===== src/rtl/core/tvr_pkg.sv =====
// Shared types, constants and the TMDS byte decode for the TMDS video receiver.
package tvr_pkg;

   localparam int unsigned SYM_W   = 10;
   localparam int unsigned ADDR_W  = 24;
   localparam int unsigned COLOR_W = 24;
   localparam int unsigned DIM_W   = 13;
   localparam int unsigned BYTE_W  = 8;

   // Channel 0 control tokens
   localparam logic [SYM_W-1:0] TOKEN_NONE  = 10'h354;  // hsync 0, vsync 0
   localparam logic [SYM_W-1:0] TOKEN_HSYNC = 10'h0AB;  // hsync 1, vsync 0
   localparam logic [SYM_W-1:0] TOKEN_VSYNC = 10'h154;  // hsync 0, vsync 1
   localparam logic [SYM_W-1:0] TOKEN_BOTH  = 10'h2AB;  // hsync 1, vsync 1

   localparam logic [BYTE_W-1:0] XNOR_MASK = 8'hFE;

   localparam logic [1:0] FRAMES_SAT = 2'd2;

   localparam logic [DIM_W-1:0] RESET_WIDTH  = 13'd640;
   localparam logic [DIM_W-1:0] RESET_HEIGHT = 13'd480;

   typedef struct packed {
      logic               hsync;
      logic               vsync;
      logic               de;
      logic [COLOR_W-1:0] color;
   } tvr_sym_type;

   // Undo TMDS transition minimization: optional inversion, then XOR/XNOR chain.
   function automatic logic [BYTE_W-1:0] tvr_decode_byte(input logic [SYM_W-1:0] s);
      logic [SYM_W-1:0]  t;
      logic [BYTE_W-1:0] d;
      t = s;
      if (t[9]) begin
         t[7:0] = ~t[7:0];
      end
      d = t[7:0] ^ {t[6:0], 1'b0};
      if (!t[8]) begin
         d = d ^ XNOR_MASK;
      end
      return d;
   endfunction

endpackage


===== src/rtl/core/tvr_symbol_decode.sv =====
// Sync token match on channel 0 and byte decode of all three channels.
module tvr_symbol_decode import tvr_pkg::*; (
   input  logic [SYM_W-1:0] sym_ch0,
   input  logic [SYM_W-1:0] sym_ch1,
   input  logic [SYM_W-1:0] sym_ch2,
   output tvr_sym_type      sym_out
);

   always_comb begin
      sym_out.de    = 1'b0;
      sym_out.hsync = 1'b1;
      sym_out.vsync = 1'b1;
      case (sym_ch0)
         TOKEN_NONE: begin
            sym_out.hsync = 1'b0;
            sym_out.vsync = 1'b0;
         end
         TOKEN_HSYNC: begin
            sym_out.vsync = 1'b0;
         end
         TOKEN_VSYNC: begin
            sym_out.hsync = 1'b0;
         end
         TOKEN_BOTH: begin
            sym_out.de = 1'b0;
         end
         default: begin
            sym_out.de = 1'b1;  // not a token: active video
         end
      endcase
      sym_out.color = {tvr_decode_byte(sym_ch2), tvr_decode_byte(sym_ch1),
                       tvr_decode_byte(sym_ch0)};
   end

endmodule


===== config.mk =====
export PLATFORM = sky130hd
export DESIGN_NAME = tvr_symbol_decode
export DESIGN_NICKNAME = d
export VERILOG_FILES = /design/src/rtl/core/tvr_pkg.sv /design/src/rtl/core/tvr_symbol_decode.sv
export SDC_FILE = /design/constraint.sdc
export NUM_CORES = 1
export LEC_CHECK = 0
export ABC_AREA = 1
export BUFFER_PORTS_ARGS = -buffer_cell sky130_fd_sc_hd__buf_2
export CORE_UTILIZATION = 30
export DETAILED_ROUTE_END_ITERATION = 7
export PLACE_DENSITY = 0.85
export SYNTH_ARGS = -nofsm -noshare
export SYNTH_HDL_FRONTEND = slang
export SYNTH_SLANG_ARGS = --single-unit

===== constraint.sdc =====
create_clock -name vclk -period 2.4
set_clock_uncertainty 0.05 [all_clocks]
set_input_delay 0.48 -clock vclk [all_inputs]
set_output_delay 0.48 -clock vclk [all_outputs]
set_load 0.03 [all_outputs]

* After elaboration in Yosys (flattened, before gate mapping)
Cells that the tools add are included.
Word-level totals: register bits 0, input bits 30, output and inout port bits 27, logic and storage cells 25
Operators by class: equal/unequal tests 4, mux-type cells 9, bitwise operators 9, reductions and logical operators 3
Operator list (count):
- 8-bit 2-to-1 mux | 6
- 8-bit NOT | 3
- 8-bit bitwise XOR | 3
- 7-bit NOT | 3
- 10-bit equality test, second input constant | 2
- 10-bit by 8-bit equality test with 1-bit output, second input constant | 1
- 10-bit by 9-bit equality test with 1-bit output, second input constant | 1
- 2-bit OR reduction | 2
- 4-bit OR reduction | 1
- 1-bit 2-to-1 mux | 3

* Depth between registers and ports, before layout
Gate-level depths: netlist of run 1.
word-level depth 5, gate-level depth with buffers 7, depth with buffers taken out 7

* Worst setup path after synthesis of run 1
Ideal clock, no wire load.
path kind input to output, start input port sym_ch0[1], end output port sym_out[24] (netlist name), arrival 1.360 ns, required time 1.870 ns, slack 0.510 ns, stages on the path 6, path buffers 0, cells stage by stage inv_1 -> ha_1 -> nand2_1 -> nor2_1 -> nand2_1 -> and2_1
RTL lines:
- start: declaration | line tvr_symbol_decode.sv:3 | input logic [SYM_W-1:0] sym_ch0,
- end: declaration | line tvr_symbol_decode.sv:6 | output tvr_sym_type sym_out

==> results of run 1 <==
==> worst max-delay path, stage by stage <==
cell and delay [ns]:
buf_2 0.11, inv_1 0.08, ha_1 0.14, nand2_1 0.05
nor2_1 0.11, nand2_1 0.07, and2_1 0.14, buf_2 0.17
==> how the worst min path moves through the flow <==
stage / startpoint / endpoint / slack (ns) / cells after the start
after global placement: sym_ch2[9] / sym_out[16] / 1.21 / 3
after CTS: sym_ch1[9] / sym_out[8] / 1.21 / 3
final: sym_ch1[9] / sym_out[8] / 1.21 / 3
after floorplan: sym_ch0[9] / sym_out[0] / 1.08 / 1
after detailed placement: sym_ch1[9] / sym_out[8] / 1.21 / 3
after global routing: sym_ch1[9] / sym_out[8] / 1.22 / 3
==> area by class of cell <==
| cell class | instances | area, um^2 |
|---|---|---|
| repair buffers | 57 | 285 |
| fillers | 154 | 599 |
| inverters | 13 | 48.8 |
| well taps | 15 | 18.8 |
| multi-input cells | 56 | 398 |
==> per-layer routing <==
metal	routed length [um]	global-route usage	vias up
met1	422	0.151	270
met3	41	0	4
li1	-	-	314
met4	21	0.0333	0
met5	0	0	-
met2	724	0.266	17
==> cell usage in the layout, fill, tap and decap left out <==
cell	count
xor2_1	22
nor2_1	4
nand3_1	2
ha_1	2
and2_1	1
xnor2_1	11
nand2_1	14
buf_2	57
inv_1	13
==> power by group through the flow <==
stage | registers, mW | clock network [mW] | logic, mW
finish | 0 | 0 | 0.289
global route | 0 | 0 | 0.314
CTS | 0 | 0 | 0.292
detailed placement | 0 | 0 | 0.292
global placement | 0 | 0 | 0.288
floorplan | 0 | 0 | 0.195
==> logic make-up after synthesis <==
kind of cell               after synthesis
xor gates and xnor gates                33
buffers and inverters                   13
adders and majority gates                2
and+or+nand+nor                         21
==> metrics by stage <==
step           hold WS, ns  worst slack (ns)   util  std cells  power [mW]
2_1_floorplan         1.08             0.510      -         69       0.195
3_3_place_gp          1.21             0.555  0.556        141       0.288
3_5_place_dp          1.21             0.513  0.556        141       0.292
4_1_cts               1.21             0.518  0.556        141       0.292
5_1_grt               1.22             0.443  0.556        141       0.314
6_report              1.21             0.516  0.556        141       0.289
==> flow_metrics.tcl, run 1 <==
set metrics [dict create \
    outcome "complete, no violations" \
    synthMuxAreaShare 0 \
    min_period_ns 1.88 \
    die_y_um 40.6 \
    grt_max_degree 5 \
    cts_resized 0 \
    post-route-drc-count 0 \
    fin_nets 160 \
    num_rows 13 \
    ant_nets 0 \
    wl_um 1210 \
    place_congestion 0.840 \
    yosysTopAreaCell "xor2_1" \
    setup_violations 0 \
    wire_per_inst_um 8.58 \
    yosys-top-cells-count "22 x xor2_1, 14 x nand2_1, 13 x inv_1" \
    hold_viol 0 \
    ioPinCount 57 \
    syn_avg_cell_area_um2 6.47 \
    path_class "in -> out" \
    final.clkbuf_count 0 \
    area_delta_synth_final_pct 68.1 \
    synth_top_cell_area_share 0.431 \
    dr.first_iter.drc_count 4 \
    critPathLaunch "sym_ch0[1]" \
    n_antenna_cell 0 \
    seq_cell_count 0 \
    worst_ep_arrival_time_ns 1.35 \
    syn_inst 69 \
    synthSimpleGateAreaFrac 0.188 \
    vias 605 \
    critPathCaptureType "output pin" \
    synth_area_leaders "xor2_1 43%, xnor2_1 22%, nand2_1 12%" \
    grt_usage 0.133 \
    p_seq_frac 0 \
    hold_buffers 0 \
    post-route-period-util 0.785 \
    final.setup.tns_ns 0 \
    synth_warnings 0 \
    clock.fmax_mhz 531 \
    netlist_area_um2 447 \
    required_ns 1.87 \
    final_cell_area_um2 751 \
    yosysSeqAreaShare 0 \
    synth_compound_area_frac 0 \
    grt_pass1_vias 456 \
    yosysUniqueCellTypes 8 \
    max_slew.worst_pin.slew_ns 0.267 \
    power.density_nw_per_um2 385 \
    cts_setup_buffers 0 \
    core_area_um2 1350 \
    grt_pass1_wl_um 1590 \
    post_route_cells_drive_above_1_share 0.452 \
    placedInstanceArea_um2 751 \
    final-seq-area_um2 0 \
    synth-xor-area-share 0.647 \
    sw_frac_of_total 0.671 \
    cp_max_fo 2 \
    worst_setup_path_start_kind "primary input" \
    grt_antenna_before_repair 0 \
    syn_nets 101 \
    portBuffers 57 \
    drv_cap 0 \
    irDropWorstVdd_uv 173 \
    slew_viol_final 0 \
    dp_hpwl_um 1170 \
    start_util 0.331 \
    via_per_inst 4.29 \
    grt-ovfl-total 0 \
    p_clk_frac 0 \
    p_int_mw 0.0950 \
    worstSetupEndpoint "sym_out[24]" \
    rsz0062_at_grt "no" \
    die_w_um 40.6 \
    p_switching_mw 0.194 \
    synth_top_family_by_area "XOR/XNOR gates" \
    slew_headroom 0.821 \
    yosysMostFrequentCell "xor2_1" \
    die_area_um2 1650 \
    dr.pass1.iters 3 \
    synthAdderAreaFrac 0.0560 \
    hold_path_class "in -> out" \
    p_leak_nw 0.460 \
    pwr-share-comb 1.000 \
]
Note: power is estimated with default switching activity, not from simulation.
==> run 2: changes to the inputs <==
--- a/config.mk
+++ b/config.mk
@@ -9,7 +9,7 @@
 export BUFFER_PORTS_ARGS = -buffer_cell sky130_fd_sc_hd__buf_2
 export CORE_UTILIZATION = 30
 export DETAILED_ROUTE_END_ITERATION = 7
-export PLACE_DENSITY = 0.85
+export PLACE_DENSITY = 0.88
 export SYNTH_ARGS = -nofsm -noshare
 export SYNTH_HDL_FRONTEND = slang
 export SYNTH_SLANG_ARGS = --single-unit
==> constraint.sdc (replaced) <==
create_clock -name vclk -period 1.5
set_clock_uncertainty 0.05 [all_clocks]
set_input_delay 0.3 -clock vclk [all_inputs]
set_output_delay 0.3 -clock vclk [all_outputs]
set_load 0.03 [all_outputs]
==> flow_metrics.tcl, run 2 (synthesized netlist as in run 1, its figures left out) <==
set metrics [dict create \
    p_switching_mw 0.322 \
    post-route-drc-count 0 \
    path_delay_family "simple AND/OR/NAND/NOR gates" \
    layout_common_cells "55 x buf_2, 20 x xor2_1, 12 x nand2_1" \
    final-seq-area_um2 0 \
    die_area_um2 1650 \
    irDropWorstVdd_uv 255 \
    grt_max_degree 5 \
    min_period_ns 1.44 \
    num_rows 13 \
    max_slew.worst_pin.slew_ns 0.256 \
    worstPathCellList "buf_2 > ha_1 > nand2_1 > nor2_2 > nand2_1 > and2_4 > buf_6" \
    post-route-period-util 0.960 \
    ioPinCount 57 \
    grt_usage 0.144 \
    grt-ovfl-total 0 \
    die_w_um 40.6 \
    via_per_inst 4.36 \
    hold_path_class "in -> out" \
    p_seq_frac 0 \
    p_leak_nw 0.499 \
    final_common_cell "buf_2" \
    worst_setup_path_start_kind "primary input" \
    p_clk_frac 0 \
    area_delta_synth_final_pct 89.4 \
    grt_antenna_before_repair 0 \
    fin_hold_ws_ns 0.851 \
    p_int_mw 0.166 \
    dp_slack_ns -0.0771 \
    clock.fmax_mhz 694 \
    wl_um 1290 \
    dr.first_iter.drc_count 1 \
    die_y_um 40.6 \
    wire_per_inst_um 8.94 \
    final_core_util 0.627 \
    start_util 0.331 \
    grt_pass1_vias 486 \
    ant_nets 0 \
    sw_frac_of_total 0.660 \
    cp_max_fo 3 \
    seq_cell_count 0 \
    dr.pass1.iters 4 \
    final.clkbuf_count 0 \
    core_area_um2 1350 \
    drv_cap 0 \
    post_route_cells_drive_above_1_share 0.558 \
    critPathCaptureType "output pin" \
    setup_ws_ns 0.0594 \
    grt_pass1_wl_um 1660 \
    outcome "complete, no violations" \
    dp_hpwl_um 1190 \
    n_antenna_cell 0 \
    power.density_nw_per_um2 576 \
    path_class "in -> out" \
    cpMaxStageDelayCell "ha_1" \
    slowest_delay_ns 0.15 \
    critPathBufInv 2 \
    setup_violations 0 \
    pwr-share-comb 1.000 \
    final_cells 144 \
    hold_viol 0 \
    fin_nets 163 \
    slew_viol_final 0 \
    placedCellCount 144 \
    worst_ep_arrival_time_ns 1.09 \
    slew_headroom 0.829 \
    hold_buffers 0 \
    vias 628 \
    portBuffers 57 \
    required_ns 1.15 \
    critPathMostFrequentCell "nand2_1" \
    place_congestion 0.765 \
]
[run 2: cell count changes in the layout (fill, tap and decap cells not counted), sizes merged]
cell  change
buf       +3
[run 2: worst paths after layout]
| kind | depth (start not counted) | end | slack, ns | start |
|---|---|---|---|---|
| max | 7 | sym_out[24] | 0.06 | sym_ch0[0] |
| min | 3 | sym_out[16] | 0.85 | sym_ch2[9] |
[run 2: worst min-delay path, delay by kind of cell]
| family | cells | cell delay, ns |
|---|---|---|
| xor+xnor | 1 | 0.05 |
| buf+inv | 2 | 0.25 |
[run 2: what timing repair did]
| action | 4_1_cts | 5_1_grt |
|---|---|---|
| resized for setup | 9 | 8 |
| buffers inserted | 0 | 0 |
| endpoints found under the setup margin | 3 | 5 |
| pin swaps | 1 | 3 |
[run 2: metrics by stage]
step	instance area [um^2]	power (mW)	setup TNS, ns
2_1_floorplan	450	0.313	0
3_3_place_gp	777	0.465	-0.0249
3_5_place_dp	777	0.474	-0.126
4_1_cts	803	0.479	0
5_1_grt	846	0.528	-0.00747
6_report	846	0.487	0
[run 2: cell type report]
type               instances  area [um^2]
fillers                  135          504
multi-input cells         56          458
repair buffers            60          320
inverters                 13         48.8
well taps                 15         18.8
[run 2: power by group through the flow]
stage	registers (mW)	logic, mW	clock network, mW
after floorplan	0	0.313	0
after global placement	0	0.465	0
after detailed placement	0	0.474	0
after CTS	0	0.479	0
after global routing	0	0.528	0
final	0	0.487	0
[run 2: routing by layer]
layer | global-route usage | part of all wire | vias to the layer above
li1 | - | - | 318
met3 | 0 | 0.11 | 0
met1 | 0.128 | 0.35 | 261
met5 | 0 | 0 | -
met2 | 0.349 | 0.54 | 49
met4 | 0 | 0 | 0
==> run 3: changes to the inputs <==
==> constraint.sdc (replaced) <==
create_clock -name vclk -period 1.5
set_clock_uncertainty 0.05 [all_clocks]
set_input_delay 0 -clock vclk [all_inputs]
set_output_delay 0 -clock vclk [all_outputs]
set_load 0.03 [all_outputs]
==> flow_metrics.tcl, run 3 (synthesized netlist as in run 1, its figures left out) <==
set metrics [dict create \
    outcome "complete, no violations" \
    post-route-period-util 0.619 \
    worst_setup_path_start_kind "primary input" \
    die_w_um 40.6 \
    grt_max_degree 5 \
    drv_cap 0 \
    cts_resized 0 \
    worstPathCellList "buf_2 > xnor2_1 > xor2_1 > buf_2" \
    via_per_inst 4.28 \
    vias 604 \
    slew_headroom 0.789 \
    final_cells 141 \
    path_class "in -> out" \
    min_to "sym_out[16]" \
    final.clkbuf_count 0 \
    min-delay-start "sym_ch2[9]" \
    grt_antenna_before_repair 0 \
    final_cell_area_um2 751 \
    grt_usage 0.130 \
    ioPinCount 57 \
    final_common_cell "buf_2" \
    critPathMostFrequentCell "buf_2" \
    final-seq-area_um2 0 \
    min_period_ns 0.928 \
    power.density_nw_per_um2 623 \
    worst_ep_arrival_time_ns 0.88 \
    wire_per_inst_um 9.08 \
    setup_ws_ns 0.572 \
    n_antenna_cell 0 \
    dr.first_iter.drc_count 4 \
    place_congestion 0.791 \
    grt_pass1_wl_um 1440 \
    final_core_util 0.556 \
    seq_cell_count 0 \
    grt-ovfl-total 0 \
    post-route-drc-count 0 \
    cts_setup_buffers 0 \
    final.setup.tns_ns 0 \
    grt_pass1_vias 399 \
    num_rows 13 \
    post_route_cells_drive_above_1_share 0.452 \
    setup_violations 0 \
    placedInstanceArea_um2 751 \
    max_slew.worst_pin.slew_ns 0.315 \
    slowest_delay_ns 0.30 \
    cp_max_fo 4 \
    portBuffers 57 \
    die_y_um 40.6 \
    fin_hold_ws_ns 0.254 \
    placedCellCount 141 \
    rsz0062_at_grt "no" \
    wl_um 1280 \
    critPathCaptureType "output pin" \
    p_leak_nw 0.460 \
    dp_hpwl_um 1230 \
    die_area_um2 1650 \
    fin_nets 160 \
    p_total_mw 0.468 \
    irDropWorstVdd_uv 299 \
    slew_viol_final 0 \
    area_delta_synth_final_pct 68.1 \
    hold_viol 0 \
    hold_path_class "in -> out" \
    layout_common_cells "57 x buf_2, 22 x xor2_1, 14 x nand2_1" \
    clock.fmax_mhz 1080 \
    start_util 0.331 \
    hold_buffers 0 \
    cpMaxStageDelayCell "xnor2_1" \
    worstHoldPathCells 3 \
    required_ns 1.45 \
    ant_nets 0 \
    dr.pass1.iters 4 \
    dp_slack_ns 0.579 \
    core_area_um2 1350 \
]
==> run 3: cell count changes in the layout (fill, tap and decap cells not counted), sizes merged <==
cell,previous run,this run
buf,60,57
==> run 3: cell type report <==
class	instances	area (um^2)
Multi-Input combinational cell	56	398
Fill cell	152	599
Inverter	13	48.8
Timing Repair Buffer	57	285
Tap cell	15	18.8
==> run 3: metal layers <==
layer,global-route usage,vias to the layer above,part of all wire,routed length [um]
met5,0,-,0,0
met4,0,0,0,0
met3,0,0,0.11,142
met2,0.349,42,0.59,750
met1,0.0865,249,0.30,387
li1,-,313,-,-
==> run 3: worst max-delay path by stage <==
stage	from	endpoint	slack [ns]	cells after the start
2_1_floorplan	sym_ch0[1]	sym_out[24]	0.57	6
3_3_place_gp	sym_ch0[1]	sym_out[24]	0.60	8
3_5_place_dp	sym_ch0[1]	sym_out[24]	0.58	8
4_1_cts	sym_ch1[8]	sym_out[12]	0.57	4
5_1_grt	sym_ch0[1]	sym_out[24]	0.47	8
6_report	sym_ch1[8]	sym_out[12]	0.57	4
==> run 3: critical path, delay by kind of cell <==
family	cells	cell delay, ns
buffers and inverters	2	0.36
xor gates and xnor gates	2	0.51
==> run 3: power by group <==
| group | total [mW] | switching [mW] | leakage, nW | internal (mW) |
|---|---|---|---|---|
| Combinational | 0.468 | 0.316 | 0.460 | 0.152 |
| Clock | 0 | 0 | 0 | 0 |
| Sequential | 0 | 0 | 0 | 0 |
| Total | 0.468 | 0.316 | 0.460 | 0.152 |
